## src/hw/rtl/icmp_rtt_pkg.sv

```systemverilog
// shared types, constants and helpers for the icmp echo round-trip statistics block
// no dependencies; every other file in hw/rtl imports this package
package icmp_rtt_pkg;

	// default packet length limit, bytes past it are dropped
	localparam int MAX_PACKET_BYTES_DEF = 4096;

	// number of captured message bytes per candidate offset
	localparam int NSLOT = 18;
	// slot holding absolute byte 9 (protocol) in the offset-zero view
	localparam int PROTO_SLOT = 7;

	// saturated length, enough to compare with header length plus 8
	localparam int LEN_W   = 7;
	localparam int LEN_SAT = 127;

	// results held or in flight before input is stalled
	localparam int RES_DEPTH = 16;

	// time arithmetic constants
	localparam logic [31:0] USEC_PER_SEC  = 32'd1000000;
	localparam logic [31:0] USEC_PER_MSEC = 32'd1000;
	localparam logic [31:0] MS_PER_SEC    = 32'd1000;
	localparam logic [31:0] MIN_TRIP_INIT = 32'd999999999;

	// floor(2^41 / 1000): quotient estimate is exact or one low
	localparam logic [31:0] RECIP_1000  = 32'd2199023255;
	localparam int          RECIP_SHIFT = 41;
	localparam int          Q_W         = 64 - RECIP_SHIFT;

	// icmp message types
	localparam logic [7:0] TYPE_ECHOREPLY = 8'd0;
	localparam logic [7:0] TYPE_UNREACH   = 8'd3;
	localparam logic [7:0] TYPE_SRCQUENCH = 8'd4;
	localparam logic [7:0] TYPE_REDIRECT  = 8'd5;
	localparam logic [7:0] TYPE_TIMXCEED  = 8'd11;

	// configuration register indexes
	localparam logic [1:0] REG_ECHO_IDENT    = 2'd0;
	localparam logic [1:0] REG_TIMING_ENABLE = 2'd1;
	localparam logic [1:0] REG_TARGET_ADDR   = 2'd2;

	// result classification
	typedef enum logic [2:0] {
		ST_SHORT     = 3'd0,
		ST_OUR       = 3'd1,
		ST_FOREIGN   = 3'd2,
		ST_ERR_TGT   = 3'd3,
		ST_ERR_OTHER = 3'd4,
		ST_OTHER     = 3'd5
	} status_t;

	typedef logic [NSLOT-1:0][7:0] slots_t;

	// fields of the icmp message at one candidate offset
	typedef struct packed {
		logic [7:0]  typ;
		logic [7:0]  code;
		logic [15:0] ident;
		logic [15:0] seq;
		logic [31:0] tsec;
		logic [31:0] tusec;
		logic [31:0] inner;
	} view_t;

	// packet end: saturated length and receive time
	typedef struct packed {
		logic [LEN_W-1:0] len;
		logic [31:0]      sec;
		logic [19:0]      usec;
	} pkt_end_t;

	// classification carried down the trip pipeline
	typedef struct packed {
		status_t     status;
		logic [7:0]  typ;
		logic [7:0]  code;
		logic [15:0] seq;
		logic        timed;
		logic        our;
	} cls_t;

	// one result item
	typedef struct packed {
		status_t     status;
		logic [7:0]  typ;
		logic [7:0]  code;
		logic [15:0] seq;
		logic        trip_valid;
		logic [31:0] trip;
		logic [31:0] rmin;
		logic [31:0] rmax;
		logic [31:0] rsum;
		logic [31:0] count;
	} res_t;

	// message-relative offset of capture slot k
	function automatic logic [4:0] slot_rel(input int k);
		if (k < 2) begin
			return 5'(k);
		end else if (k < 14) begin
			return 5'(k + 2);
		end else begin
			return 5'(k + 10);
		end
	endfunction

	// big-endian field view of one slot set
	function automatic view_t slot_view(input slots_t b);
		view_t v;
		v.typ   = b[0];
		v.code  = b[1];
		v.ident = {b[2], b[3]};
		v.seq   = {b[4], b[5]};
		v.tsec  = {b[6], b[7], b[8], b[9]};
		v.tusec = {b[10], b[11], b[12], b[13]};
		v.inner = {b[14], b[15], b[16], b[17]};
		return v;
	endfunction

endpackage

```

## src/hw/rtl/icmp_rtt_fifo.sv

```systemverilog
// result queue between the trip pipeline and the output channel
// depends on icmp_rtt_pkg
module icmp_rtt_fifo #(
	parameter int DEPTH = icmp_rtt_pkg::RES_DEPTH
) (
	input  logic                clk,
	input  logic                arst_n,
	input  logic                push,
	input  icmp_rtt_pkg::res_t  wdata,
	input  logic                pop,
	output logic                rvalid,
	output icmp_rtt_pkg::res_t  rdata
);
	import icmp_rtt_pkg::*;

	localparam int PW = (DEPTH > 1) ? $clog2(DEPTH) : 1;
	localparam int NW = $clog2(DEPTH + 1);

	res_t          mem_q [DEPTH];
	logic [PW-1:0] wr_q, rd_q;
	logic [NW-1:0] cnt_q;

	assign rvalid = cnt_q != '0;
	assign rdata  = mem_q[rd_q];

	// pointers and fill level
	always_ff @(posedge clk or negedge arst_n) begin
		if (!arst_n) begin
			wr_q  <= '0;
			rd_q  <= '0;
			cnt_q <= '0;
		end else begin
			if (push) begin
				wr_q <= (wr_q == PW'(DEPTH - 1)) ? '0 : wr_q + 1'b1;
			end
			if (pop) begin
				rd_q <= (rd_q == PW'(DEPTH - 1)) ? '0 : rd_q + 1'b1;
			end
			if (push && !pop) begin
				cnt_q <= cnt_q + 1'b1;
			end else if (pop && !push) begin
				cnt_q <= cnt_q - 1'b1;
			end
		end
	end

	// entry storage
	always_ff @(posedge clk) begin
		if (push) begin
			mem_q[wr_q] <= wdata;
		end
	end

	// credit scheme upstream keeps the queue from overflowing
	assert property (@(posedge clk) disable iff (!arst_n)
		push |-> (cnt_q != NW'(DEPTH)) || pop)
		else $error("result queue overflow");

endmodule

```

## config.mk

```make
export PLATFORM = sky130hd
export DESIGN_NAME = icmp_rtt_fifo
export DESIGN_NICKNAME = d
export VERILOG_FILES = /design/src/hw/rtl/icmp_rtt_pkg.sv /design/src/hw/rtl/icmp_rtt_fifo.sv
export SDC_FILE = /design/constraint.sdc
export NUM_CORES = 2
export LEC_CHECK = 0
export BUFFER_PORTS_ARGS = -buffer_cell sky130_fd_sc_hd__buf_2
export CELL_PAD_IN_SITES_DETAIL_PLACEMENT = 1
export CELL_PAD_IN_SITES_GLOBAL_PLACEMENT = 1
export CORE_ASPECT_RATIO = 0.7
export CORE_MARGIN = 3
export CORE_UTILIZATION = 45
export CTS_BUF_LIST = sky130_fd_sc_hd__clkbuf_8
export DETAILED_ROUTE_END_ITERATION = 10
export PLACE_DENSITY_LB_ADDON = 0.1
export SETUP_SLACK_MARGIN = 0.3
export SYNTH_ARGS = -nofsm -noshare
export SYNTH_HDL_FRONTEND = slang
export SYNTH_SLANG_ARGS = --single-unit
```

## constraint.sdc

```tcl
create_clock -name clk -period 24.6 [get_ports clk]
set_input_delay 1.23 -clock clk [delete_from_list [all_inputs] [get_ports clk]]
set_output_delay 1.23 -clock clk [all_outputs]
set_load 0.05 [all_outputs]
```

* After elaboration in Yosys (flattened, before gate mapping)
Memory sizes are Yosys's and may differ from the RTL's.
Cells that the tools add are included.
** Storage, ports and cells
- Flip-flop bits (word level) :: 13
- Bits in latches :: 0
- Bits in writable memories :: 3136
- ROM bits :: 0
- Input bits :: 200
- Output and inout bits :: 197
- Logic and storage cells :: 22
- Memories :: 1
** Cells by class
- $add $sub $neg :: 4
- $mul :: 0
- Divide/modulo/power cells :: 0
- Order comparisons :: 0
- Equal/unequal tests :: 2
- Shift-type cells :: 0
- Mux-type cells :: 6
- Bitwise gates (word level) :: 0
- Reduce and logical (&&, ||, !) cells :: 6
** Memories
- mem_q :: depth 16, width 196, read ports 1, clocked after memory_dff 0, write ports 1, line icmp_rtt_fifo.sv:19 : res_t mem_q [DEPTH];
** Operators by type and width (count)
- 5-bit 2-to-1 mux :: 2
- 4-bit by 1-bit adder with 4-bit output, second input constant :: 2
- 4-bit == test, second input constant :: 2
- 4-bit 2-to-1 mux :: 2
- 5-bit by 1-bit adder with 5-bit output, second input constant :: 1
- 5-bit nonzero test :: 1
- 5-bit by 1-bit subtractor with 5-bit output, second input constant :: 1
- 1-bit logical AND :: 2
- 1-bit logical NOT :: 2
- 1-bit 2-to-1 mux :: 2
- 2-bit nonzero test :: 1

* Logic depth before layout (Yosys ltp)
- Word-level depth :: 4
- Depth in mapped cells :: 8
- Mapped depth without buffers :: 8

* Worst setup path before layout
Ideal clock, no wire load.
- Kind :: input-to-reg
- Start :: input push
- End :: memory mem_q[1][0] (netlist bit) (enable)
- Library setup time :: 0.992 ns
- Data arrival time :: 14.834 ns
- Required time :: 23.608 ns
- Setup slack :: 8.775 ns
- Cell stages on the path :: 3
- Path buffers :: 1
- Path through :: clkbuf_1 > nand2_1 > nor3_1
** On the way
- Longest elaborated chain between the ends :: 2
** Ends and longest elaborated chain
- start, declared :: line icmp_rtt_fifo.sv:8 : input logic push,
- 1-bit 2-to-1 mux :: line icmp_rtt_fifo.sv:49 : if (push) begin
- 1-bit 2-to-1 mux (implied by the code) :: line icmp_rtt_fifo.sv:50 : mem_q[wr_q] <= wdata;
- end, declared :: line icmp_rtt_fifo.sv:19
No other way between the ends.

==> impl_metrics.ini <==
[global_routing]
grt_overflow = 0
grt_antenna_before_repair = 84
grt.met1_usage_pct = 32.1
grt_pass1_wl_um = 460000
grtUsageTotal_pct = 23.2
grt_start_max_net_pins = 149
grt-busiest-layer = met2
gr-usage-met2_pct = 38.0
number_of_global_route_vias_before_repair = 63400
grt.met3_usage_pct = 3.72

[pwr]
total_leakage_power_uw = 0.0444
power_density_nw_per_um2 = 112
vdd.ir_drop.worst_mv = 0.167

[clocking]
insertion_delay_ns = 1.01
tritoncts_num_sinks = 3149
h-tree-depth = 5
post-cts-setup-buffers = 0
root_buffer = clkbuf_8
max-clock-path-buffers = 4
cts_buffer_count = 480
hold_fix_buffers_at_cts = 0
postCtsResizedCells = 0
cts_tree = built
cts.reportedPaths.clkPinSlew_ns = 0.07

[logic_synthesis]
postSynthCellCount = 5702
yosysTopAreaCellShare_pct = 78.1
synth_area_um2 = 121000
synthDistinctLibCells = 32
synthesis.nets = 5912
synth_flop_cell = edfxtp_1
synth.avg_cell_area_um2 = 21.1
post_synth_main_area_contributors = edfxtp_1 78%, mux4_2 11%, mux2i_1 3.3%
synth_enable_flop_cells = 3136
yosysSeqAreaShare_pct = 78.4
synthDominantAreaCellType = edfxtp_1
synth-async-reset-ratio_pct = 0.413
synth.ff_latch_count = 3149
yosysWarnings = 0

[sta]
tns_ns = 0
final_critical_path_setup_slack_ns = 17.19
setup_viol = 0
report.final.slew_viol_count = 0
clock-skew-final_ns = 0.0346
rsz_0062_raised_after_global_routing = false
timing.hold.ws_ns = 0.136
post-route-min-period_ns = 7.41
maximum_clock_frequency_ghz = 0.135
worst_slew_margin_rel_pct = 19.2
final_min_period_over_clock_period_pct = 30.1
hold_viol_final = 0
tightest_slew_ns = 1.21

[detailed_routing]
via_count = 59800
drt-total-wl_um = 319000
detailedRoute.firstPassIterationCount = 6
post-route-drc-count = 0
detailedRoute.firstIterationViolations = 4826
post_drt_wl_per_cell_um = 31.0
antenna_left = 0
routed_via_density = 5.80

[floorplanning]
ioPinCount = 397
die_h_um = 439
std_cell_rows = 158
die_width_um = 625
die_area_um2 = 274000
initial_util_pct = 45.4
design.core.area_um2 = 266000

[worst_setup_path]
worst-endpoint-arrival_ns = 6.18
critical_path_buf_inv_count = 4
timing.critical_path.slowest_stage_cell = dfrtp_4
crit_path_max_fanout = 100
timing.critical_path.from_type = register
worst_r2r_endpoint = mem_q[7][126]$_DFFE_PP_
crit_top_cell = buf_4
beginning_of_the_worst_register_to_register_path = wr_q[1]$_DFFE_PN0P_
setup.reg_to_reg.worst_slack_ns = 19.47
crit_family = buffers and inverters
cp-endpoint = rdata[143]
cp_cell_sequence = buf_4 > and2_4 > buf_12 > buf_4 > a221oi_1 > o21ai_1 > nand3_1 > buf_2
number_of_stages_on_the_worst_setup_path = 8
worst-r2r-cell-count = 7
cp-end-kind = output pin
setup.worst_path.class = reg -> out
required_ns = 23.37
timing.critical_path.slowest_cell_delay_ns = 0.81
worstSetupStartpoint = rd_q[2]$_DFFE_PN0P_

[placed_design]
place.detailed.hpwl_um = 157000
port-buffer-count = 396
post-place-ws_ns = 18.29
place_congestion = 0.717
post-place-cells = 9423
total_cell_area_at_the_placement_stage_um2 = 126000

[outcome]
status = completed

[cells_and_area]
mostFrequentLayoutCells = 3136 x edfxtp_1, 588 x mux4_2, 486 x clkbuf_8, 407 x nand2_1, 396 x buf_2
layout-drive-gt1-share_pct = 25.0
syn_to_final_growth_pct = 11.9
mostFrequentLayoutCell = edfxtp_1
fillCellCount = 23800
postLayoutCellArea_um2 = 135000
final-instance-count-excl-fill = 10300
nNetsFinal = 6595

[worst_hold_path]
path_class_of_the_lowest_slack_min_delay_path = in -> async

[flow_run]
max_cap_violations = 0
==> cell families after synthesis <==
family / synth area share (%)
compound gates: 2.43
xor+xnor: 0.0436
fa+ha+maj: 0.110
buf+inv: 1.54
flops: 78.4
mux: 14.3
simple gates: 3.21
==> flip-flops by register name, summed over array words and instances (netlist names) <==
name,cells
cnt_q,5
mem_q,3136
rd_q,4
wr_q,4
==> stage by stage <==
step	util [%]	power [uW]
final	50.8	15200
after CTS	50.7	15400
after global routing	50.7	15800
after global placement	47.6	11400
after detailed placement	47.6	11400
after floorplan	-	9960
==> worst min-delay path by stage <==
stage	start	slack (ns)	end	depth (start not counted)
5_1_grt	arst_n	0.06	cnt_q[4]$_DFFE_PN0P_	1
4_1_cts	arst_n	0.04	cnt_q[1]$_DFFE_PN0P_	1
6_report	arst_n	0.14	cnt_q[4]$_DFFE_PN0P_	1
3_5_place_dp	cnt_q[4]$_DFFE_PN0P_	0.47	cnt_q[4]$_DFFE_PN0P_	1
3_3_place_gp	cnt_q[4]$_DFFE_PN0P_	0.48	cnt_q[4]$_DFFE_PN0P_	1
2_1_floorplan	cnt_q[4]$_DFFE_PN0P_	0.45	cnt_q[4]$_DFFE_PN0P_	1
==> cell usage after synthesis, types with 2 or more instances <==
cell type and number:
buf_2 101, edfxtp_1 3136, xnor2_1 4, o21ai_0 49
inv_1 8, nand3_1 199, mux2_2 2, a21oi_1 4
a21o_1 2, a221oi_2 24, buf_6 60, dfrtp_1 13
buf_1 4, nor2_1 16, nor3_1 3, clkbuf_4 4
ha_1 9, nand2_1 407, mux4_2 588, a221oi_1 172
buf_4 20, o21ai_1 156, mux2i_1 393, xor2_1 2
nand2b_1 4, and2_1 197, clkbuf_1 120
==> power breakdown <==
group	leakage, uW	total, uW	internal, uW	switching (uW)
Clock	0.00497	3930	1920	2000
Sequential	0.0285	6480	6360	126
Combinational	0.0110	4750	1370	3380
Total	0.0444	15200	9650	5510
==> per-layer routing <==
layer	share of wire, %	vias to the layer above
met5	0.051	-
met1	43	32500
met3	4.8	599
met2	49	1631
li1	-	25000
met4	3.3	22
==> final cells by class <==
cell class	count	area, um2	area share [%]
clock inverters	358	1720	1.28
flip-flops and latches	3149	94500	70.1
multi-input cells	2236	24300	18.0
well taps	3520	4400	3.27
diodes	40	100	0.0742
clock buffers	486	6690	4.96
inverters	8	37.5	0.0278
repair buffers	510	3090	2.29
No activity file was read; power rests on OpenSTA's default activity.
