`src/hw/rtl/icmp_rtt_pkg.sv`:
```
// shared types, constants and helpers for the icmp echo round-trip statistics block
// no dependencies; every other file in hw/rtl imports this package
package icmp_rtt_pkg;

	// default packet length limit, bytes past it are dropped
	localparam int MAX_PACKET_BYTES_DEF = 4096;

	// number of captured message bytes per candidate offset
	localparam int NSLOT = 18;
	// slot holding absolute byte 9 (protocol) in the offset-zero view
	localparam int PROTO_SLOT = 7;

	// saturated length, enough to compare with header length plus 8
	localparam int LEN_W   = 7;
	localparam int LEN_SAT = 127;

	// results held or in flight before input is stalled
	localparam int RES_DEPTH = 16;

	// time arithmetic constants
	localparam logic [31:0] USEC_PER_SEC  = 32'd1000000;
	localparam logic [31:0] USEC_PER_MSEC = 32'd1000;
	localparam logic [31:0] MS_PER_SEC    = 32'd1000;
	localparam logic [31:0] MIN_TRIP_INIT = 32'd999999999;

	// floor(2^41 / 1000): quotient estimate is exact or one low
	localparam logic [31:0] RECIP_1000  = 32'd2199023255;
	localparam int          RECIP_SHIFT = 41;
	localparam int          Q_W         = 64 - RECIP_SHIFT;

	// icmp message types
	localparam logic [7:0] TYPE_ECHOREPLY = 8'd0;
	localparam logic [7:0] TYPE_UNREACH   = 8'd3;
	localparam logic [7:0] TYPE_SRCQUENCH = 8'd4;
	localparam logic [7:0] TYPE_REDIRECT  = 8'd5;
	localparam logic [7:0] TYPE_TIMXCEED  = 8'd11;

	// configuration register indexes
	localparam logic [1:0] REG_ECHO_IDENT    = 2'd0;
	localparam logic [1:0] REG_TIMING_ENABLE = 2'd1;
	localparam logic [1:0] REG_TARGET_ADDR   = 2'd2;

	// result classification
	typedef enum logic [2:0] {
		ST_SHORT     = 3'd0,
		ST_OUR       = 3'd1,
		ST_FOREIGN   = 3'd2,
		ST_ERR_TGT   = 3'd3,
		ST_ERR_OTHER = 3'd4,
		ST_OTHER     = 3'd5
	} status_t;

	typedef logic [NSLOT-1:0][7:0] slots_t;

	// fields of the icmp message at one candidate offset
	typedef struct packed {
		logic [7:0]  typ;
		logic [7:0]  code;
		logic [15:0] ident;
		logic [15:0] seq;
		logic [31:0] tsec;
		logic [31:0] tusec;
		logic [31:0] inner;
	} view_t;

	// packet end: saturated length and receive time
	typedef struct packed {
		logic [LEN_W-1:0] len;
		logic [31:0]      sec;
		logic [19:0]      usec;
	} pkt_end_t;

	// classification carried down the trip pipeline
	typedef struct packed {
		status_t     status;
		logic [7:0]  typ;
		logic [7:0]  code;
		logic [15:0] seq;
		logic        timed;
		logic        our;
	} cls_t;

	// one result item
	typedef struct packed {
		status_t     status;
		logic [7:0]  typ;
		logic [7:0]  code;
		logic [15:0] seq;
		logic        trip_valid;
		logic [31:0] trip;
		logic [31:0] rmin;
		logic [31:0] rmax;
		logic [31:0] rsum;
		logic [31:0] count;
	} res_t;

	// message-relative offset of capture slot k
	function automatic logic [4:0] slot_rel(input int k);
		if (k < 2) begin
			return 5'(k);
		end else if (k < 14) begin
			return 5'(k + 2);
		end else begin
			return 5'(k + 10);
		end
	endfunction

	// big-endian field view of one slot set
	function automatic view_t slot_view(input slots_t b);
		view_t v;
		v.typ   = b[0];
		v.code  = b[1];
		v.ident = {b[2], b[3]};
		v.seq   = {b[4], b[5]};
		v.tsec  = {b[6], b[7], b[8], b[9]};
		v.tusec = {b[10], b[11], b[12], b[13]};
		v.inner = {b[14], b[15], b[16], b[17]};
		return v;
	endfunction

endpackage

```
`src/hw/rtl/icmp_rtt_capture.sv`:
```
// byte counter and field capture for both candidate message offsets
// depends on icmp_rtt_pkg
module icmp_rtt_capture #(
	parameter int MAX_BYTES = icmp_rtt_pkg::MAX_PACKET_BYTES_DEF
) (
	input  logic                    clk,
	input  logic                    arst_n,
	input  logic                    accept,
	input  logic [7:0]              pkt_byte,
	input  logic                    last_byte,
	input  logic [31:0]             now_sec,
	input  logic [19:0]             now_usec,
	output logic                    done_s1,
	output icmp_rtt_pkg::pkt_end_t  pend_s1,
	output icmp_rtt_pkg::slots_t    cap0_q,
	output icmp_rtt_pkg::slots_t    caph_q
);
	import icmp_rtt_pkg::*;

	localparam int CW = $clog2(MAX_BYTES + 1);

	logic [CW-1:0] count_q;
	logic [CW-1:0] count_inc;
	logic [5:0]    hlen_q;
	logic          room;
	logic          first;
	logic [NSLOT-1:0] hit0;
	logic [NSLOT-1:0] hith;
	slots_t        cap0_d;
	slots_t        caph_d;

	// byte position and saturation
	assign room      = count_q < CW'(MAX_BYTES);
	assign first     = count_q == '0;
	assign count_inc = room ? count_q + 1'b1 : count_q;

	// slot hits: offset zero and offset header length
	always_comb begin
		for (int k = 0; k < NSLOT; k++) begin
			hit0[k] = room && (count_q == CW'(slot_rel(k)));
			hith[k] = room && !first &&
				(count_q == CW'(7'({1'b0, hlen_q}) + 7'(slot_rel(k))));
		end
	end

	// slots clear on the first byte of a packet, so unseen bytes read as zero
	always_comb begin
		for (int k = 0; k < NSLOT; k++) begin
			cap0_d[k] = hit0[k] ? pkt_byte : (first ? 8'd0 : cap0_q[k]);
			caph_d[k] = hith[k] ? pkt_byte : (first ? 8'd0 : caph_q[k]);
		end
	end

	// packet counter and end marker
	always_ff @(posedge clk or negedge arst_n) begin
		if (!arst_n) begin
			count_q <= '0;
			done_s1 <= 1'b0;
		end else begin
			done_s1 <= accept && last_byte;
			if (accept) begin
				count_q <= last_byte ? '0 : count_inc;
			end
		end
	end

	// capture payload
	always_ff @(posedge clk) begin
		if (accept) begin
			cap0_q <= cap0_d;
			caph_q <= caph_d;
			if (first) begin
				hlen_q <= {pkt_byte[3:0], 2'b00};
			end
			if (last_byte) begin
				pend_s1.len  <= (count_inc > CW'(LEN_SAT)) ? LEN_W'(LEN_SAT)
					: LEN_W'(count_inc);
				pend_s1.sec  <= now_sec;
				pend_s1.usec <= now_usec;
			end
		end
	end

endmodule

```
`config.mk`:
```
export PLATFORM = sky130hd
export DESIGN_NAME = icmp_rtt_capture
export DESIGN_NICKNAME = d
export VERILOG_FILES = /design/src/hw/rtl/icmp_rtt_pkg.sv /design/src/hw/rtl/icmp_rtt_capture.sv
export SDC_FILE = /design/constraint.sdc
export NUM_CORES = 1
export LEC_CHECK = 0
export ABC_AREA = 1
export BUFFER_PORTS_ARGS = -buffer_cell sky130_fd_sc_hd__buf_2
export CORE_UTILIZATION = 55
export CTS_CLUSTER_DIAMETER = 200
export DETAILED_ROUTE_END_ITERATION = 12
export GPL_TIMING_DRIVEN = 1
export HOLD_SLACK_MARGIN = 0.08
export PLACE_DENSITY = 0.84
export SLEW_MARGIN = 15
export SYNTH_ARGS = -nofsm -noshare
export SYNTH_HDL_FRONTEND = slang
export SYNTH_SLANG_ARGS = --single-unit
export TNS_END_PERCENT = 1
```
`constraint.sdc`:
```
create_clock -name clk -period 7 [get_ports clk]
set_clock_uncertainty 0.05 [all_clocks]
set_input_delay 1.4 -clock clk [delete_from_list [all_inputs] [get_ports clk]]
set_output_delay 1.4 -clock clk [all_outputs]
set_load 0.005 [all_outputs]
```
Word-level counts from Yosys, hierarchy flattened --
Cells that the tools add are included.
Word-level totals: output and inout port bits 348, logic and storage cells 250, register bits after elaboration 365, input bits 64
Cells by class: add/subtract/negate cells 18, reductions and logical operators 114, $lt $le $gt $ge 2, mux-type cells 39, equal/unequal tests 35
Operator list (count):
- 8-bit two-way mux | 37
- 13-bit by 7-bit == test with 1-bit output | 17
- 13-bit by 4-bit == test with 1-bit output (second input constant) | 8
- 2-bit AND reduction | 38
- 2-bit nonzero test | 36
- 6-bit by 4-bit adder with 7-bit output (second input constant) | 8
- 13-bit by 3-bit == test with 1-bit output (second input constant) | 4
- 13-bit by 5-bit == test with 1-bit output (second input constant) | 4
- 1-bit logical AND | 38
- 6-bit by 3-bit adder with 7-bit output (second input constant) | 4
- 6-bit by 5-bit adder with 7-bit output (second input constant) | 4
- 13-bit two-way mux | 2
- 13-bit by 1-bit adder with 13-bit output (second input constant) | 1
- 13-bit by 1-bit == test with 1-bit output (second input constant) | 1
- 13-bit by 6-bit == test with 1-bit output | 1
- 13-bit by 7-bit > comparator with 1-bit output (second input constant) | 1
- 13-bit logical NOT | 1
- 13-bit less-than comparator (second input constant) | 1
- 6-bit by 1-bit adder with 7-bit output (second input constant) | 1
- 1-bit logical NOT | 1

Logic depth before layout (Yosys ltp) --
depth after elaboration 6, mapped depth 12, depth with buffers taken out 12

Least setup slack after synthesis --
Ideal clock, no wire load.
path kind input-to-reg, start input port accept, end register pend_s1[0] (netlist name), enable pin, arrival 2.886 ns, required time 6.536 ns, stages on the path 3, library setup time 0.414 ns, slack 3.651 ns, path buffers 1, cell sequence clkbuf_1 -> nand2_1 -> inv_1
On the way: word-level cells in the longest chain between the ends 1
RTL lines:
- from (decl) | RTL line icmp_rtt_capture.sv:8 | input logic accept,
- 2-bit AND reduction (no source line)
- to (decl) | RTL line icmp_rtt_capture.sv:14 | output icmp_rtt_pkg::pkt_end_t pend_s1,
No other way between the ends. A chain may end at the register's enable or synchronous reset.

Final worst setup path --
start register count_q[12], end register caph_q[22] (netlist name), enable pin
On the way: word-level cells in the longest chain between the ends 6, elaborated cells between the ends (all ways) 8, classes of those cells 1 x order compare; 1 x eq/ne; 6 x reduce/logical
RTL lines:
- from (decl) | RTL line icmp_rtt_capture.sv:22 | logic [CW-1:0] count_q;
- from (signal assigned) | RTL line icmp_rtt_capture.sv:62 | count_q <= last_byte ? '0 : count_inc;
- parallel branches: the longest is 4 deep, another holds 13-bit less-than comparator
- 2-bit nonzero test (no source line) *
- 2-bit AND reduction (no source line) *
- to (signal assigned) | RTL line icmp_rtt_capture.sv:71 | caph_q <= caph_d;
- to (decl) | RTL line icmp_rtt_capture.sv:16 | output icmp_rtt_pkg::slots_t caph_q
Mark *: on every way between the ends.

==> summary.txt <==
Run status: finished, final reports clean
Worst EP arrival: 3.13 ns
RR Startpoint: count_q[12]
Relative slew slack: 25.4%
Fin nets: 1,502
Final Hold Viols: 0
Diode count: 0
RSZ-0062 raised after global routing: no
Post-synth EDFFs: 351
Antenna Violating Nets Remaining: 0
Worst-path clk slew: 0.06 ns
Async set-reset flop share out of synthesis: 3.84%
Post-Syn Area per Cell: 13.8 µm²
Fillers: 1,680
Sequential-to-total area share from yosys stat: 77.2%
CTS HTree Levels: 2
Remaining Overflow, GRT: 0
CTS Buf Count: 36
Fmax: 329 MHz
Synth-to-Final Area Change: 24.5%
Worst hold path class: flop to flop
Startpoint Class: flop
LEAKAGE: 7.21 nW
Cell Area, Placed: 16,400 µm²
Core area: 25,200 µm²
Max Slew Vio Count: 0
Worst skew pair latency: 0.51 ns
Share of layout cells above drive strength 1: 37.0%
# hold bufs at CTS: 0
Final setup violation count: 0
Port bufs: 411
Crit path time final: 3.04 ns
GP Congestion: 0.904
Ports: 412
Final worst slack: 3.96 ns
Clk sink count: 365
CTS root buf: clkbuf_16
Initial antenna violation count: 1
Post CTS Setup Buffer Count: 0
Post-place setup slack: 3.55 ns
All-Layer GR Usage: 30.0%
Top-count cell post-synth: edfxtp_1
Initial Utilization: 56.0%
Dpl cells: 1,721
FF+latch count, synth: 365
Mapped Cells: 1,026
Post-Syn Area: 14,100 µm²
Min Hold Slack: 0.574 ns
Commonest cells in the netlist: 351 x edfxtp_1, 231 x nor2_1, 97 x nand2_1, 60 x nor3_1, 38 x inv_1
Hold path start: count_q[10]
Critical Path RT: 7.09 ns
Max-cap check violation count: 0
Rows: 58
Worst slew pin tran: 1.12 ns
Total wire length: 39.9 mm
DRT Pass-1 Iters: 6
Vias/cell: 5.71
Resize count post-CTS: 0
Worst setup EP type: flop
Crit path kind: flop to flop
Dpl hpwl: 26.5 mm
Yosys top cell by area: edfxtp_1
CTS tree: yes
Fin crit share: 43.4%
Post-route insts no fill: 1,783
Synth warn: 0
Final core utilization: 69.8%
Design area: 17,600 µm²
# DRC: 0
Power density cells: 303 nW/µm²
Netlist cell types: 33
DR vias: 10,200
Critical Path Start: count_q[12]
Setup TNS: 0 ns
First-pass GRT wire length: 57.3 mm
First DRT Iteration DRCs: 1,348
Main synth FF type: edfxtp_1
Largest net degree at the start of global routing: 61
CTS max path bufs: 3
Die ar.: 26,300 µm²
DR WL/cell: 22.4 µm
Yosys top cell area share: 74.7%
Total chip power: 5.32 mW
Syn Nets: 1,099
Crit-path max FO: 27
DIE WIDTH: 162 µm
Number of global-route vias before repair: 9,707
Height of the die: 162 µm
VDD IR-drop max: 0.261 mV
Top post-synthesis cells by area: edfxtp_1 75%, nor2_1 6.1%, nand2_1 2.6%, dfrtp_1 2.5%, nor3_1 2.1%
==> final cells by class <==
cell class / count / area, µm² / area share, %
Inverter: 55 / 206 / 1.18
Timing Repair Buffer: 414 / 2080 / 11.8
Multi-Input combinational cell: 557 / 2800 / 15.9
Tap cell: 330 / 413 / 2.35
Clock buffer: 46 / 980 / 5.58
Clock inverter: 16 / 201 / 1.15
Sequential cell: 365 / 10900 / 62.0
==> logic make-up (layout without fill, tap and decap cells) <==
kind of cell,Yosys count,in the layout,share of synthesized area (%)
buf+inv,104,531,3.03
xor+xnor,12,12,0.745
simple gates,495,495,16.7
flops,365,365,77.2
compound gates,41,41,1.57
fa+ha+maj,9,9,0.798
==> metal layers <==
| metal | track usage (%) | share of wire (%) | vias up | wire, µm |
|---|---|---|---|---|
| met5 | 0 | 0.033 | - | 13 |
| met4 | 12.7 | 3.4 | 2 | 1350 |
| met3 | 6.82 | 11 | 98 | 4210 |
| met2 | 51.6 | 51 | 716 | 20200 |
| met1 | 36.4 | 35 | 4955 | 14100 |
| li1 | - | - | 4404 | - |
==> power breakdown <==
group,internal (mW),switching (mW),total (mW)
combinational,0.190,0.439,0.629
sequential,2.66,0.0801,2.74
clock,1.17,0.778,1.95
total,4.02,1.30,5.32
==> registers in the layout, indices dropped and copies added, names as in the netlist <==
name	cells
cap0_q	144
caph_q	144
pend_s1	59
count_q	13
hlen_q	4
done_s1	1
==> worst max-delay path, stage by stage (launching register included) <==
cell	delay, ns
dfrtp_1	0.44
inv_2	0.29
nand4_4	0.22
nor2_4	0.23
nand3_4	0.41
nor2_4	0.39
inv_2	0.23
o21ai_1	0.41
==> placed cells by master, fill, tap and decap left out, types with 8 or more instances in the layout <==
| cell type | Yosys | final |
|---|---|---|
| buf_2 | 12 | 411 |
| edfxtp_1 | 351 | 351 |
| nor2_1 | 231 | 231 |
| nand2_1 | 97 | 97 |
| nor3_1 | 60 | 60 |
| inv_1 | 38 | 37 |
| clkbuf_16 | 0 | 37 |
| nand3_1 | 37 | 36 |
| nor3_2 | 30 | 30 |
| a21oi_1 | 19 | 19 |
| inv_2 | 17 | 18 |
| dfrtp_1 | 14 | 14 |
| o21ai_0 | 11 | 11 |
| nand4_1 | 11 | 11 |
| xor2_1 | 10 | 10 |
| ha_1 | 9 | 9 |
| nor2_2 | 8 | 8 |
==> final timing paths <==
path                                to  depth (start not counted)  slack, ns
max                         caph_q[22]                          7       3.96
min                        count_q[10]                          4       0.57
max reg2reg                 caph_q[22]                          7       3.96
min reg2reg                count_q[10]                          4       0.57
max in group asynchronous   count_q[6]                          1       5.86
min in group asynchronous   count_q[8]                          1       0.76
No activity file was read; power rests on OpenSTA's default activity.
