## src/hw/rtl/icmp_rtt_pkg.sv

```systemverilog
// shared types, constants and helpers for the icmp echo round-trip statistics block
// no dependencies; every other file in hw/rtl imports this package
package icmp_rtt_pkg;

	// default packet length limit, bytes past it are dropped
	localparam int MAX_PACKET_BYTES_DEF = 4096;

	// number of captured message bytes per candidate offset
	localparam int NSLOT = 18;
	// slot holding absolute byte 9 (protocol) in the offset-zero view
	localparam int PROTO_SLOT = 7;

	// saturated length, enough to compare with header length plus 8
	localparam int LEN_W   = 7;
	localparam int LEN_SAT = 127;

	// results held or in flight before input is stalled
	localparam int RES_DEPTH = 16;

	// time arithmetic constants
	localparam logic [31:0] USEC_PER_SEC  = 32'd1000000;
	localparam logic [31:0] USEC_PER_MSEC = 32'd1000;
	localparam logic [31:0] MS_PER_SEC    = 32'd1000;
	localparam logic [31:0] MIN_TRIP_INIT = 32'd999999999;

	// floor(2^41 / 1000): quotient estimate is exact or one low
	localparam logic [31:0] RECIP_1000  = 32'd2199023255;
	localparam int          RECIP_SHIFT = 41;
	localparam int          Q_W         = 64 - RECIP_SHIFT;

	// icmp message types
	localparam logic [7:0] TYPE_ECHOREPLY = 8'd0;
	localparam logic [7:0] TYPE_UNREACH   = 8'd3;
	localparam logic [7:0] TYPE_SRCQUENCH = 8'd4;
	localparam logic [7:0] TYPE_REDIRECT  = 8'd5;
	localparam logic [7:0] TYPE_TIMXCEED  = 8'd11;

	// configuration register indexes
	localparam logic [1:0] REG_ECHO_IDENT    = 2'd0;
	localparam logic [1:0] REG_TIMING_ENABLE = 2'd1;
	localparam logic [1:0] REG_TARGET_ADDR   = 2'd2;

	// result classification
	typedef enum logic [2:0] {
		ST_SHORT     = 3'd0,
		ST_OUR       = 3'd1,
		ST_FOREIGN   = 3'd2,
		ST_ERR_TGT   = 3'd3,
		ST_ERR_OTHER = 3'd4,
		ST_OTHER     = 3'd5
	} status_t;

	typedef logic [NSLOT-1:0][7:0] slots_t;

	// fields of the icmp message at one candidate offset
	typedef struct packed {
		logic [7:0]  typ;
		logic [7:0]  code;
		logic [15:0] ident;
		logic [15:0] seq;
		logic [31:0] tsec;
		logic [31:0] tusec;
		logic [31:0] inner;
	} view_t;

	// packet end: saturated length and receive time
	typedef struct packed {
		logic [LEN_W-1:0] len;
		logic [31:0]      sec;
		logic [19:0]      usec;
	} pkt_end_t;

	// classification carried down the trip pipeline
	typedef struct packed {
		status_t     status;
		logic [7:0]  typ;
		logic [7:0]  code;
		logic [15:0] seq;
		logic        timed;
		logic        our;
	} cls_t;

	// one result item
	typedef struct packed {
		status_t     status;
		logic [7:0]  typ;
		logic [7:0]  code;
		logic [15:0] seq;
		logic        trip_valid;
		logic [31:0] trip;
		logic [31:0] rmin;
		logic [31:0] rmax;
		logic [31:0] rsum;
		logic [31:0] count;
	} res_t;

	// message-relative offset of capture slot k
	function automatic logic [4:0] slot_rel(input int k);
		if (k < 2) begin
			return 5'(k);
		end else if (k < 14) begin
			return 5'(k + 2);
		end else begin
			return 5'(k + 10);
		end
	endfunction

	// big-endian field view of one slot set
	function automatic view_t slot_view(input slots_t b);
		view_t v;
		v.typ   = b[0];
		v.code  = b[1];
		v.ident = {b[2], b[3]};
		v.seq   = {b[4], b[5]};
		v.tsec  = {b[6], b[7], b[8], b[9]};
		v.tusec = {b[10], b[11], b[12], b[13]};
		v.inner = {b[14], b[15], b[16], b[17]};
		return v;
	endfunction

endpackage

```

## src/hw/rtl/icmp_rtt_stats.sv

```systemverilog
// running minimum, maximum, wrapping sum and reply count, result assembly
// depends on icmp_rtt_pkg
module icmp_rtt_stats (
	input  logic                clk,
	input  logic                arst_n,
	input  logic                done_s7,
	input  icmp_rtt_pkg::cls_t  cls_s7,
	input  logic [31:0]         trip_s7,
	output logic                push,
	output icmp_rtt_pkg::res_t  res
);
	import icmp_rtt_pkg::*;

	logic [31:0] min_q, max_q, sum_q, cnt_q;
	logic [31:0] min_d, max_d, sum_d, cnt_d;
	logic        upd;

	// statistics after this packet
	assign upd   = done_s7 && cls_s7.timed;
	assign min_d = (upd && ($signed(trip_s7) < $signed(min_q))) ? trip_s7 : min_q;
	assign max_d = (upd && ($signed(trip_s7) > $signed(max_q))) ? trip_s7 : max_q;
	assign sum_d = upd ? sum_q + trip_s7 : sum_q;
	assign cnt_d = (done_s7 && cls_s7.our) ? cnt_q + 32'd1 : cnt_q;

	// result item
	assign push = done_s7;
	assign res  = '{status: cls_s7.status, typ: cls_s7.typ, code: cls_s7.code,
		seq: cls_s7.seq, trip_valid: cls_s7.timed, trip: trip_s7,
		rmin: min_d, rmax: max_d, rsum: sum_d, count: cnt_d};

	always_ff @(posedge clk or negedge arst_n) begin
		if (!arst_n) begin
			min_q <= MIN_TRIP_INIT;
			max_q <= 32'd0;
			sum_q <= 32'd0;
			cnt_q <= 32'd0;
		end else if (done_s7) begin
			min_q <= min_d;
			max_q <= max_d;
			sum_q <= sum_d;
			cnt_q <= cnt_d;
		end
	end

	// a fresh trip lies within the updated bounds
	assert property (@(posedge clk) disable iff (!arst_n)
		push && res.trip_valid |->
			($signed(min_d) <= $signed(trip_s7)) && ($signed(trip_s7) <= $signed(max_d)))
		else $error("trip outside running min/max");

endmodule

```

## config.mk

```make
export PLATFORM = sky130hd
export DESIGN_NAME = icmp_rtt_stats
export DESIGN_NICKNAME = d
export VERILOG_FILES = /design/src/hw/rtl/icmp_rtt_pkg.sv /design/src/hw/rtl/icmp_rtt_stats.sv
export SDC_FILE = /design/constraint.sdc
export NUM_CORES = 1
export LEC_CHECK = 0
export ABC_AREA = 1
export ABC_CLOCK_PERIOD_IN_PS = 4200
export BUFFER_PORTS_ARGS = -buffer_cell sky130_fd_sc_hd__buf_2
export CAP_MARGIN = 10
export CORE_AREA = 4 4 143 145
export CTS_CLUSTER_DIAMETER = 40
export CTS_CLUSTER_SIZE = 28
export DETAILED_ROUTE_END_ITERATION = 7
export DIE_AREA = 0 0 147 149
export PLACE_DENSITY = 0.9
export SYNTH_ARGS = -nofsm -noshare
export SYNTH_HDL_FRONTEND = slang
export SYNTH_SLANG_ARGS = --single-unit
export TNS_END_PERCENT = 30
```

## constraint.sdc

```tcl
create_clock -name clk -period 4.2 [get_ports clk]
set_clock_uncertainty 0.15 [all_clocks]
set_input_delay 0.84 -clock clk [delete_from_list [all_inputs] [get_ports clk]]
set_output_delay 0.84 -clock clk [all_outputs]
set_load 0.1 [all_outputs]
```

======== Word level (Yosys, flattened, before mapping) ========
Index checks and enable logic that the tools add are counted.
word-level totals
  register bits ........................... 128
  latch bits .............................. 0
  bits in writable memories ............... 0
  bits in read-only memories .............. 0
  input bits .............................. 72
  output and inout bits ................... 197
  logic and storage cells ................. 16
  memories kept ........................... 0
operators by class
  $add $sub $neg .......................... 2
  multipliers ............................. 0
  div/mod/pow operators ................... 0
  magnitude comparators ................... 2
  eq/ne operators ......................... 0
  shift-type cells ........................ 0
  muxes and demuxes ....................... 4
  bitwise operators ....................... 0
  reductions and logical operators ........ 4
operators with widths
  cell                     count
  $mux W32                 4
  $add A32 B1 Y32 const B  1
  $add A32 B32 Y32         1
  $gt A32 B32 Y1           1
  $lt A32 B32 Y1           1
  $logic_and A1 B1 Y1      4

======== Depth between registers and ports, before layout ========
  depth after elaboration ................. 3
  depth in mapped cells ................... 17
  depth with buffers taken out ............ 16

======== Worst setup path after synthesis ========
Ideal clock, no wire load.
  kind .................................... in2out
  start ................................... input trip_s7[0]
  end ..................................... output res[52] (netlist bit)
  data arrival time ....................... 4.357 ns
  required time ........................... 3.210 ns
  slack ................................... -1.147 ns
  stages on the path ...................... 10
  path buffers ............................ 0
  cells stage by stage .................... ha_1 -> inv_1 -> fa_1 -> o21ai_0 -> nand3_1 -> nand3_1 -> nand2_1 -> nand2_1 -> xnor2_1 -> o21ai_0
RTL lines
  what                line                  RTL
  start: declaration  icmp_rtt_stats.sv:8   input logic [31:0] trip_s7,
  end: declaration    icmp_rtt_stats.sv:10  output icmp_rtt_pkg::res_t res

==> results summary <==
The layout has about 1300 filler cells. The number of max-cap violations is 0. Data on the critical path arrives at its endpoint at 3.18 ns. After synthesis, flip-flops and latches occupy 31.74% of the total area. The CTS clock-pin slew for the worst setup and hold paths came out at 0.06 ns. The maximum operating frequency is 0.2399 GHz. The width of the die came out at 147 microns. The area added between synthesis and finish is 30.13%. STA classifies the critical path startpoint as an input port. After Yosys synthesis, and, or, nand and nor cells account for ~31% of the synthesized area. The synthesized cell area came out at 10170 sq um. The number of synthesis warnings came out at 0. between 200 and 300 I/O pins were placed. The number of max-slew violations in the final report came out at 0. The later-pin clock latency in the skew report came out at between 0.4 and 0.5 ns. The initial standard-cell utilization of the core came out at ~53%. The share of the synthesized netlist area taken by xor and xnor gates came out at 5.595%.

The number of nets in the synthesized netlist is 1566. Setup repair after global routing could not meet its margin everywhere. The fraction of the mapped netlist area in adder cells came out at 11.88%.

In this design, the stage delay of the slowest critical-path cell is 0.32 ns. The detail-routed net length per standard cell came out at 18.42 microns. The worst hold path terminates at min_q[29]. The maximum number of buffers from clock root to sink came out at 2. The post-synthesis mux area share is 0%. For this block, the initial DRC count from the detailed router was 854. The slowest stage of the critical path belongs to the cell ha_4. The critical path contains buffers and inverters numbering 3 combined. The main combinational cell family by area after synthesis is simple AND/OR/NAND/NOR gates. The sum of routed wire length over all layers is 33480 microns.

The number of vias per cell after detailed routing is 5.936. The top cell types in the final layout, fill and taps aside, are 436 x nand2_1, 137 x inv_1, 107 x dfrtp_1. The signal on the critical path passes through buf_2, ha_4, nand2_1, nor2_2, nand4_1, nor4_2, nand2_1, nand2_1, nand2_1, nand3_2, buf_12, nand2_1, nand2_2, buf_12. STA classifies the critical path endpoint as an output port. The pre-CTS setup slack is roughly 0.038 ns. The compound-gate portion of the synthesized area is 8.620%. The max-slew headroom at the worst pin is about two fifths. The post-detailed-route count of antenna-violating nets came out at 0. Leaving out fill and tap cells, the most frequent cell in the layout is nand2_1. The total via count in the routed design came out at 10790.

The fraction of the cycle the final worst path needs came out at 99.24%. The number of global-route vias before repair was 10620. For this run, design rule violations remaining after detail routing come to 0. Grouping stages by cell kind, the critical path spends the most delay in simple AND/OR/NAND/NOR gates. The first detailed-routing pass took 8 iterations. The quantity of hold-fixing buffers added after cts came out at 0. The cell count of the worst hold path came out at 2. The count of inserted antenna diode cells came out at 0. The root buffer cell chosen for the clock tree is clkbuf_16.

The count of final hold-check violations was 0. The overall global routing resource usage is 30.25%. The kind of critical path is in -> out. The pin count of the biggest net entering global routing came out at 66. The die height is 149 microns. The proportion of layout cells with a drive suffix above 1 came out at a little over a fifth. The depth of the worst register-to-register path came out at 10. In this run the mean area of a mapped cell was 7.278 sq um. In this run the critical register-to-register path is captured at max_q[10]. The biggest fanout along the worst timing path came out at 25. The routability congestion estimate is 1.088. After synthesis the netlist holds a flip-flop and latch count of between 100 and 150. The data required time of the critical path came out at approximately 3.2 ns. The reg-to-reg setup timing slack is 1.63 ns. The worst path meets setup with 0.03201 ns of slack. The port buffer count is between 150 and 200. The run finished with clean final reports. For this design, the sink count on the clock tree is 128.

The number of setup violations in the final report is 0. The core region is 19210 sq um. The startpoint identified for the worst hold timing path is min_q[29]. For this run, the post-layout net count is 1708. The maximum level of the CTS H-tree came out at 4.

The startpoint identified for the worst register-to-register timing path is max_q[29]. The number of rows in the core area is 51. The total CTS buffers is 17. The total overflow left after global routing is 0.

The number of unique standard cell types used by synthesis came out at 42. The die area is between 20000 and 25000 sq um. The post-detailed-placement half-perimeter wirelength is between 20000 and 30000 microns. Synthesis handed over a netlist of 1398 instances. The final critical path time including I/O delays and setup is between 4 and 5 ns. The type of the most critical hold path is reg -> reg. The most numerous cell type found on the critical path is nand2_1. At the pin with the least slew margin, the transition time is approximately 0.9 ns. The number of setup buffers added after CTS is 0. The first-pass GRT wire length came out at 53030 microns. TritonCTS built the clock tree. The initial antenna violation count is 0.
-- per-stage QoR --
| step | utilization, % | instances | hold WS [ns] | TNS (ns) | cell area, sq um |
|---|---|---|---|---|---|
| 2_1_floorplan | - | 1398 | 0.3106 | -6.540 | 10230 |
| 3_3_place_gp | 65.46 | 1786 | 0.3216 | 0 | 12570 |
| 3_5_place_dp | 65.46 | 1786 | 0.3291 | 0 | 12570 |
| 4_1_cts | 68.50 | 1818 | 0.3376 | 0 | 13160 |
| 5_1_grt | 68.93 | 1818 | 0.3613 | -2.464 | 13240 |
| 6_report | 68.93 | 1818 | 0.3365 | 0 | 13240 |
-- layer usage --
metal	wire, microns	share of wire [%]	vias to the layer above	global-route usage (%)
li1	-	-	4849	-
met1	12240	37	4988	36.01
met5	0	0	-	0
met2	15970	48	790	51.49
met4	1799	5.4	0	15.89
met3	3467	10	165	6.655
-- repair_timing --
action / in CTS / in global routing
setup endpoints to repair: 0 / 73
hold endpoints to repair: 0 / 0
resized for setup: 0 / 21
-- layout make-up --
| type | count | area [sq um] | area share (%) |
|---|---|---|---|
| flip-flops and latches | 128 | 3229 | 24.39 |
| clock inverters | 9 | 106.4 | 0.8033 |
| clock buffers | 23 | 478.0 | 3.610 |
| inverters | 138 | 518.0 | 3.912 |
| multi-input cells | 1027 | 5904 | 44.59 |
| repair buffers | 228 | 2673 | 20.19 |
| well taps | 265 | 331.6 | 2.504 |
-- tightest hold or removal path, stage by stage, from the launching register on --
cell     delay [ns]
dfstp_2        0.37
nand2_1        0.07
nand2_1        0.05
-- registers in the layout (all words and copies together), names as in the netlist --
name	flops
cnt_q	32
sum_q	32
max_q	32
min_q	32
-- how the worst max path moves through the flow --
stage                     endpoint         from  slack (ns)  depth (start not counted)
final                      res[74]  trip_s7[31]        0.03                         14
after global routing       res[74]  trip_s7[31]       -0.11                         14
after CTS                  res[74]  trip_s7[31]        0.01                         13
after detailed placement   res[58]   trip_s7[0]        0.04                         15
after global placement     res[60]   trip_s7[0]        0.13                         12
after floorplan            res[37]   trip_s7[4]       -0.65                          6
-- Yosys cell counts (all sizes together) --
| master | number | area share (%) |
|---|---|---|
| o21ai | 64 | 3.1 |
| clkbuf | 28 | 1.0 |
| nand3 | 49 | 2.6 |
| nor3b | 1 | 0.074 |
| a21oi | 77 | 3.8 |
| dfstp | 21 | 5.4 |
| nor3 | 17 | 1.1 |
| a21o | 3 | 0.22 |
| or2 | 4 | 0.25 |
| nand2 | 448 | 17 |
| nor4 | 11 | 0.68 |
| inv | 138 | 5.1 |
| buf | 77 | 5.5 |
| xnor2 | 29 | 2.5 |
| and2 | 1 | 0.062 |
| o31ai | 4 | 0.30 |
| a31oi | 7 | 0.43 |
| o21a | 3 | 0.22 |
| nor2 | 80 | 3.4 |
| nand2b | 1 | 0.062 |
| fa | 1 | 0.20 |
| nand4 | 87 | 5.4 |
| o21bai | 5 | 0.37 |
| xor2 | 36 | 3.1 |
| nand3b | 2 | 0.27 |
| dfrtp | 107 | 26 |
| ha | 95 | 12 |
| o211ai | 2 | 0.15 |
-- logic make-up (layout without fill, tap and decap cells) --
family,after synthesis,count (layout)
simple gates,701,701
buf+inv,243,398
compound gates,165,165
flops,128,128
fa+ha+maj,96,96
xor+xnor,65,65
Power is left out: the tool's default activity adds up to more than one toggle a clock period on the data nets, which glitch-free logic cannot reach.
