`src/hw/rtl/icmp_rtt_pkg.sv`:
```
// shared types, constants and helpers for the icmp echo round-trip statistics block
// no dependencies; every other file in hw/rtl imports this package
package icmp_rtt_pkg;

	// default packet length limit, bytes past it are dropped
	localparam int MAX_PACKET_BYTES_DEF = 4096;

	// number of captured message bytes per candidate offset
	localparam int NSLOT = 18;
	// slot holding absolute byte 9 (protocol) in the offset-zero view
	localparam int PROTO_SLOT = 7;

	// saturated length, enough to compare with header length plus 8
	localparam int LEN_W   = 7;
	localparam int LEN_SAT = 127;

	// results held or in flight before input is stalled
	localparam int RES_DEPTH = 16;

	// time arithmetic constants
	localparam logic [31:0] USEC_PER_SEC  = 32'd1000000;
	localparam logic [31:0] USEC_PER_MSEC = 32'd1000;
	localparam logic [31:0] MS_PER_SEC    = 32'd1000;
	localparam logic [31:0] MIN_TRIP_INIT = 32'd999999999;

	// floor(2^41 / 1000): quotient estimate is exact or one low
	localparam logic [31:0] RECIP_1000  = 32'd2199023255;
	localparam int          RECIP_SHIFT = 41;
	localparam int          Q_W         = 64 - RECIP_SHIFT;

	// icmp message types
	localparam logic [7:0] TYPE_ECHOREPLY = 8'd0;
	localparam logic [7:0] TYPE_UNREACH   = 8'd3;
	localparam logic [7:0] TYPE_SRCQUENCH = 8'd4;
	localparam logic [7:0] TYPE_REDIRECT  = 8'd5;
	localparam logic [7:0] TYPE_TIMXCEED  = 8'd11;

	// configuration register indexes
	localparam logic [1:0] REG_ECHO_IDENT    = 2'd0;
	localparam logic [1:0] REG_TIMING_ENABLE = 2'd1;
	localparam logic [1:0] REG_TARGET_ADDR   = 2'd2;

	// result classification
	typedef enum logic [2:0] {
		ST_SHORT     = 3'd0,
		ST_OUR       = 3'd1,
		ST_FOREIGN   = 3'd2,
		ST_ERR_TGT   = 3'd3,
		ST_ERR_OTHER = 3'd4,
		ST_OTHER     = 3'd5
	} status_t;

	typedef logic [NSLOT-1:0][7:0] slots_t;

	// fields of the icmp message at one candidate offset
	typedef struct packed {
		logic [7:0]  typ;
		logic [7:0]  code;
		logic [15:0] ident;
		logic [15:0] seq;
		logic [31:0] tsec;
		logic [31:0] tusec;
		logic [31:0] inner;
	} view_t;

	// packet end: saturated length and receive time
	typedef struct packed {
		logic [LEN_W-1:0] len;
		logic [31:0]      sec;
		logic [19:0]      usec;
	} pkt_end_t;

	// classification carried down the trip pipeline
	typedef struct packed {
		status_t     status;
		logic [7:0]  typ;
		logic [7:0]  code;
		logic [15:0] seq;
		logic        timed;
		logic        our;
	} cls_t;

	// one result item
	typedef struct packed {
		status_t     status;
		logic [7:0]  typ;
		logic [7:0]  code;
		logic [15:0] seq;
		logic        trip_valid;
		logic [31:0] trip;
		logic [31:0] rmin;
		logic [31:0] rmax;
		logic [31:0] rsum;
		logic [31:0] count;
	} res_t;

	// message-relative offset of capture slot k
	function automatic logic [4:0] slot_rel(input int k);
		if (k < 2) begin
			return 5'(k);
		end else if (k < 14) begin
			return 5'(k + 2);
		end else begin
			return 5'(k + 10);
		end
	endfunction

	// big-endian field view of one slot set
	function automatic view_t slot_view(input slots_t b);
		view_t v;
		v.typ   = b[0];
		v.code  = b[1];
		v.ident = {b[2], b[3]};
		v.seq   = {b[4], b[5]};
		v.tsec  = {b[6], b[7], b[8], b[9]};
		v.tusec = {b[10], b[11], b[12], b[13]};
		v.inner = {b[14], b[15], b[16], b[17]};
		return v;
	endfunction

endpackage

```
`src/hw/rtl/icmp_rtt_trip.sv`:
```
// round-trip milliseconds: borrow, magnitude, reciprocal divide by 1000, sign, sum
// depends on icmp_rtt_pkg
module icmp_rtt_trip (
	input  logic                clk,
	input  logic                arst_n,
	input  logic                done_s2,
	input  icmp_rtt_pkg::cls_t  cls_s2,
	input  logic [31:0]         du_s2,
	input  logic [31:0]         ds_s2,
	output logic                done_s7,
	output icmp_rtt_pkg::cls_t  cls_s7,
	output logic [31:0]         trip_s7
);
	import icmp_rtt_pkg::*;

	logic           done_s3, done_s4, done_s5, done_s6;
	cls_t           cls_s3, cls_s4, cls_s5, cls_s6;
	logic [31:0]    du_s3, ds_s3;
	logic           neg_s4, neg_s5, neg_s6;
	logic [31:0]    mag_s4, mag_s5;
	logic [31:0]    dsk_s4, dsk_s5, dsk_s6;
	logic [Q_W-1:0] q0_s5, q_s6;
	logic [63:0]    prod;
	logic [31:0]    q0k;
	logic [31:0]    rem;
	logic [31:0]    qx;
	logic [31:0]    qs;

	// reciprocal product and remainder correction
	assign prod = {32'd0, mag_s4} * {32'd0, RECIP_1000};
	assign q0k  = 32'(q0_s5) * USEC_PER_MSEC;
	assign rem  = mag_s5 - q0k;
	assign qx   = 32'(q_s6);
	assign qs   = neg_s6 ? (~qx + 32'd1) : qx;

	// stage valid flags
	always_ff @(posedge clk or negedge arst_n) begin
		if (!arst_n) begin
			done_s3 <= 1'b0;
			done_s4 <= 1'b0;
			done_s5 <= 1'b0;
			done_s6 <= 1'b0;
			done_s7 <= 1'b0;
		end else begin
			done_s3 <= done_s2;
			done_s4 <= done_s3;
			done_s5 <= done_s4;
			done_s6 <= done_s5;
			done_s7 <= done_s6;
		end
	end

	// stage payload
	always_ff @(posedge clk) begin
		// borrow a second when the microsecond difference is negative
		cls_s3 <= cls_s2;
		du_s3  <= du_s2[31] ? du_s2 + USEC_PER_SEC : du_s2;
		ds_s3  <= ds_s2 - {31'd0, du_s2[31]};
		// sign and magnitude, seconds scaled to milliseconds
		cls_s4 <= cls_s3;
		neg_s4 <= du_s3[31];
		mag_s4 <= du_s3[31] ? (~du_s3 + 32'd1) : du_s3;
		dsk_s4 <= ds_s3 * MS_PER_SEC;
		// quotient estimate
		cls_s5 <= cls_s4;
		neg_s5 <= neg_s4;
		mag_s5 <= mag_s4;
		dsk_s5 <= dsk_s4;
		q0_s5  <= prod[63:RECIP_SHIFT];
		// estimate is at most one low
		cls_s6 <= cls_s5;
		neg_s6 <= neg_s5;
		dsk_s6 <= dsk_s5;
		q_s6   <= (rem >= USEC_PER_MSEC) ? q0_s5 + 1'b1 : q0_s5;
		// truncate toward zero and add
		cls_s7  <= cls_s6;
		trip_s7 <= cls_s6.timed ? dsk_s6 + qs : 32'd0;
	end

	// reciprocal estimate leaves less than two divisors of remainder
	assert property (@(posedge clk) disable iff (!arst_n)
		done_s5 |-> rem < (USEC_PER_MSEC + USEC_PER_MSEC))
		else $error("divide-by-1000 estimate out of range");

endmodule

```
`config.mk`:
```
export PLATFORM = sky130hd
export DESIGN_NAME = icmp_rtt_trip
export DESIGN_NICKNAME = d
export VERILOG_FILES = /design/src/hw/rtl/icmp_rtt_pkg.sv /design/src/hw/rtl/icmp_rtt_trip.sv
export SDC_FILE = /design/constraint.sdc
export NUM_CORES = 2
export LEC_CHECK = 0
export BUFFER_PORTS_ARGS = -buffer_cell sky130_fd_sc_hd__clkbuf_2
export CAP_MARGIN = 30
export CORE_ASPECT_RATIO = 0.6
export CORE_MARGIN = 5
export CORE_UTILIZATION = 40
export CTS_CLUSTER_DIAMETER = 40
export CTS_CLUSTER_SIZE = 16
export DETAILED_ROUTE_END_ITERATION = 6
export SLEW_MARGIN = 30
export SYNTH_ARGS = -nofsm -noshare
export SYNTH_HDL_FRONTEND = slang
export SYNTH_SLANG_ARGS = --single-unit
export TNS_END_PERCENT = 100
```
`constraint.sdc`:
```
create_clock -name clk -period 16.19 [get_ports clk]
set_clock_uncertainty 0.05 [all_clocks]
set_input_delay 4.857 -clock clk [delete_from_list [all_inputs] [get_ports clk]]
set_output_delay 4.857 -clock clk [all_outputs]
set_load 0.05 [all_outputs]
```
Yosys cells after proc, flatten, opt, wreduce, memory -nomap -nowiden
Cells that the tools add are included.
{"block": "word_totals", "out_inout_bits": 70, "regBits": 486, "in_bits": 104, "wordCells": 67}
{"block": "classes", "bitwise_logic": 2, "n_lt_le_gt_ge": 1, "n_addsub": 7, "muxes": 4, "multipliers": 3}
{"operator": "$add A32 B1 Y32 const B", "n": 2}
{"operator": "$mul A32 B32 Y64 const B", "n": 1}
{"operator": "$mux W31", "n": 2}
{"operator": "$add A32 B20 Y32 const B", "n": 1}
{"operator": "$add A32 B32 Y32", "n": 1}
{"operator": "$ge A32 B10 Y1 const B", "n": 1}
{"operator": "$mul A32 B7 Y29 const B", "n": 1}
{"operator": "$mux W32", "n": 1}
{"operator": "$not A23 Y32", "n": 1}
{"operator": "$not A32 Y32", "n": 1}
{"operator": "$sub A32 B1 Y32", "n": 1}
{"operator": "$sub A32 B32 Y32", "n": 1}
{"operator": "$mul A23 B7 Y29 const B", "n": 1}
{"operator": "$add A23 B1 Y23 const B", "n": 1}
{"operator": "$mux W23", "n": 1}

Longest topological paths before layout
{"block": "depth", "word_depth": 4, "ltp_mapped": 30}

Least setup slack after synthesis
OpenSTA, ideal clock, no wires.
{"block": "synth_path", "path_type": "reg2reg", "start": "reg q0_s5[1]", "end": "reg q_s6[7]", "stages_incl_launch_ff": 30, "n_path_buf": 0, "setup_time_ns": 0.126, "t_arrival_ns": 7.180, "required_time_ns": 16.014, "setup_slack_ns": 8.834, "path_cell_list": "dfxtp_1 inv_1 fa_1 fa_1 fa_1 fa_1 inv_1 ha_1 o21a_1 nor2_1 nor4b_2 o41ai_2 a221oi_1 o21ai_1 nand2b_1 a21oi_1 o21ai_0 mux2i_1 a2111oi_0 ha_1 o31ai_1 nand4_1 nor4bb_1 nand4_1 nor4_1 o2111ai_1 nor4_4 a31oi_4 and3_4 xnor2_2"}
{"block": "synth_between", "elab_chain_cells": 4}
{"item": "start: declaration", "line_no": "icmp_rtt_trip.sv:22", "source": "logic [Q_W-1:0] q0_s5, q_s6;"}
{"item": "start signal: assignment", "line_no": "icmp_rtt_trip.sv:69", "source": "q0_s5 <= prod[63:RECIP_SHIFT];"}
{"item": "$mul A23 B7 Y29", "line_no": "icmp_rtt_trip.sv:31", "source": "assign q0k = 32'(q0_s5) * USEC_PER_MSEC;"}
{"item": "$sub A32 B32 Y32", "line_no": "icmp_rtt_trip.sv:32", "source": "assign rem = mag_s5 - q0k;"}
{"item": "$ge A32 B10 Y1", "line_no": "icmp_rtt_trip.sv:74", "source": "q_s6 <= (rem >= USEC_PER_MSEC) ? q0_s5 + 1'b1 : q0_s5;"}
{"item": "$mux W23 (*)", "line_no": "icmp_rtt_trip.sv:74"}
{"item": "end signal: assignment", "line_no": "icmp_rtt_trip.sv:74"}
{"item": "end: declaration", "line_no": "icmp_rtt_trip.sv:22"}
Every way passes the cells marked *; elsewhere a longest branch is shown, timed or not.
A chain may end at the register's enable or synchronous reset.

Worst setup path after layout
{"block": "layout_path", "start": "reg q0_s5[2]", "end": "reg q_s6[7]"}
Same word-level chain as after synthesis.

==> metrics.yaml <==
synthesis:
  yosysUniqueCellTypes: 94
  synth.area.top_cells: "fa_1 27%, dfxtp_1 24%, ha_1 19%"
  syn_area_per_cell_sq_um: 10.4
  synth-edff-count: 0
  seq_area_frac_synth_pct: 24.7
  synth_top_area_share_pct: 27.3
  async_reset_ff_share_pct: 1.04
  syn_area_sq_um: 39000
  synth_cells: 3730
  yosysWarningCount: 0
  ys_ff_latch: 480
  synthFlopType: "dfxtp_1"
  syn_nets: 4951
  yosysTopAreaCell: "fa_1"
cts:
  cts.reportedPaths.clkPinSlew_ns: 0.07
  clockBufferDepth: 3
  cts_resized: 0
  post_cts_buffers: 0
  cts-htree-levels: 2
  clock_latency_ns: 0.65
  cts_sinks: 480
  cts_tree: "yes"
  cts_hold_buffers: 0
  clk_root_buffer_cell: "clkbuf_16"
  cts_made_buffers: 59
worst_setup_path:
  crit_buf_inv: 2
  cp-startpoint: "q0_s5[2]"
  cpMostUsedCell: "fa_1"
  crit_fanout: 10
  worstSetupEndpointType: "register"
  crit_type: "reg -> reg"
  cp.arrival_ns: 9.90
  critPathMaxStageDelay_ns: 0.64
  worstReg2RegStart: "q0_s5[2]"
  startpoint_type: "register"
  required_ns: 16.67
  cp_slowest_cell: "dfxtp_1"
  critPathTopFamily: "compound AO/OA/AOI/OAI gates"
floorplan:
  initial_core_util_pct: 40.4
  fp.coreArea_sq_um: 96300
  fp.dieW_um: 413
  dieArea_sq_um: 104000
  rows: 88
  die_h_um: 252
  io_pins: 174
min_path:
  min_path_type: "reg -> reg"
  hp-start: "cls_s4[21]"
finish:
  syn2layout_area_growth_pct: 11.7
  layout_common_cells: "916 x inv_1, 586 x ha_1, 531 x fa_1, 475 x dfxtp_1, 170 x clkbuf_2"
  nets: 5175
  post_route_cells_drive_above_1_share_pct: 8.58
  final_area_sq_um: 43500
  final_common_cell: "inv_1"
sta:
  final_max_slew_viol_count: 0
  finalSetupViolations: 0
  rsz0062_at_grt: "no"
  fmax_mhz: 106
  worst_pin_slew_ns: 0.962
  finalCriticalPeriod_ns: 9.43
  min_period_over_period_pct: 58.2
  finalHoldViolCount: 0
  relSlewSlack_pct: 35.8
  setup_tns_ns: 0
place:
  dpl.hpwl_mm: 79.5
  dpl_cell_area_sq_um: 41500
  numPortBuffers: 170
  gp_congestion: 0.919
global_route:
  grt_pass1_vias: 25500
  grt_pass1_wl_mm: 147
  gr-usage-all-layers_pct: 18.2
  grt_max_degree: 34
  grt_antenna_before_repair: 5
  grt-ovfl-total: 0
drt:
  drt_first_pass_iters: 7
  vias: 25300
  route.detailed.drc: 0
  wire_per_inst_um: 17.6
  via_per_inst: 4.77
  ant_nets: 0
  drt_iter0_drc: 1582
  wirelength_mm: 93.4
run_status:
  status: "finished clean"
job:
  maxCapViolCount: 0
==> area by class of cell <==
class                   instances  area, sq um
clock buffers                  67         1540
flip-flops and latches        480         9630
inverters                     919         3450
repair buffers                194         1030
multi-input cells            2300        25700
well taps                    1305         1630
clock inverters                37          507
fillers                      9137        52800
diodes                          1         2.50
==> final timing paths <==
check                              to  slack [ns]  cells past startpoint
setup / recovery              q_s6[7]        6.76                     29
hold / removal             cls_s5[21]        0.27                      0
setup reg to reg              q_s6[7]        6.76                     29
hold reg to reg            cls_s5[21]        0.27                      0
max in group asynchronous     done_s5       11.99                      1
min in group asynchronous     done_s3        3.96                      1
==> through the flow <==
stage,hold WS (ns),setup slack [ns],util (%),cells
floorplan,0.260,8.83,-,3730
CTS,0.260,6.96,45.2,5302
detailed placement,0.262,6.95,43.1,5198
global route,0.270,6.22,45.2,5302
finish,0.271,6.76,45.2,5303
global placement,0.260,7.11,43.1,5198
==> synth_stat cells, drive strengths merged (17+ instances only) <==
| master | number |
|---|---|
| inv | 919 |
| ha | 586 |
| fa | 531 |
| dfxtp | 475 |
| xnor2 | 145 |
| a21oi | 121 |
| nor2 | 106 |
| nand2 | 104 |
| o21ai | 93 |
| xor2 | 77 |
| a21o | 61 |
| nand3 | 41 |
| nand4 | 41 |
| nor3 | 35 |
| and3 | 27 |
| nor2b | 24 |
| or3 | 24 |
| o21a | 22 |
| a31oi | 21 |
| o31ai | 21 |
| nand2b | 18 |
| clkbuf | 17 |
==> kinds of logic after synthesis <==
group | after synthesis | share of synthesized area [%]
xor gates and xnor gates | 222 | 5.01
and+or+nand+nor | 495 | 6.62
muxes | 8 | 0.218
AOI/OAI and AO/OA | 458 | 8.09
DFF | 480 | 24.7
adders and majority gates | 1117 | 46.1
buffers and inverters | 950 | 9.24
==> state kept, by name (all words and copies together), names as in the netlist, 23 cells and up <==
register and flops:
q0_s5 23, trip_s7 32, mag_s5 29, ds_s3 29, cls_s3 37, du_s3 32, mag_s4 32, cls_s4 37
dsk_s5 29, cls_s5 37, cls_s7 37, dsk_s4 29, q_s6 23, cls_s6 37, dsk_s6 29
==> routing by layer <==
layer | up-vias | track usage (%) | share of wire (%)
li1 | 12400 | - | -
met1 | 12200 | 29.7 | 53
met2 | 611 | 22.8 | 36
met3 | 90 | 6.47 | 9.8
met4 | 0 | 2.34 | 1.1
met5 | - | 0 | 0
Power is left out: the tool's default activity adds up to more than one toggle a clock period on the data nets, which glitch-free logic cannot reach.
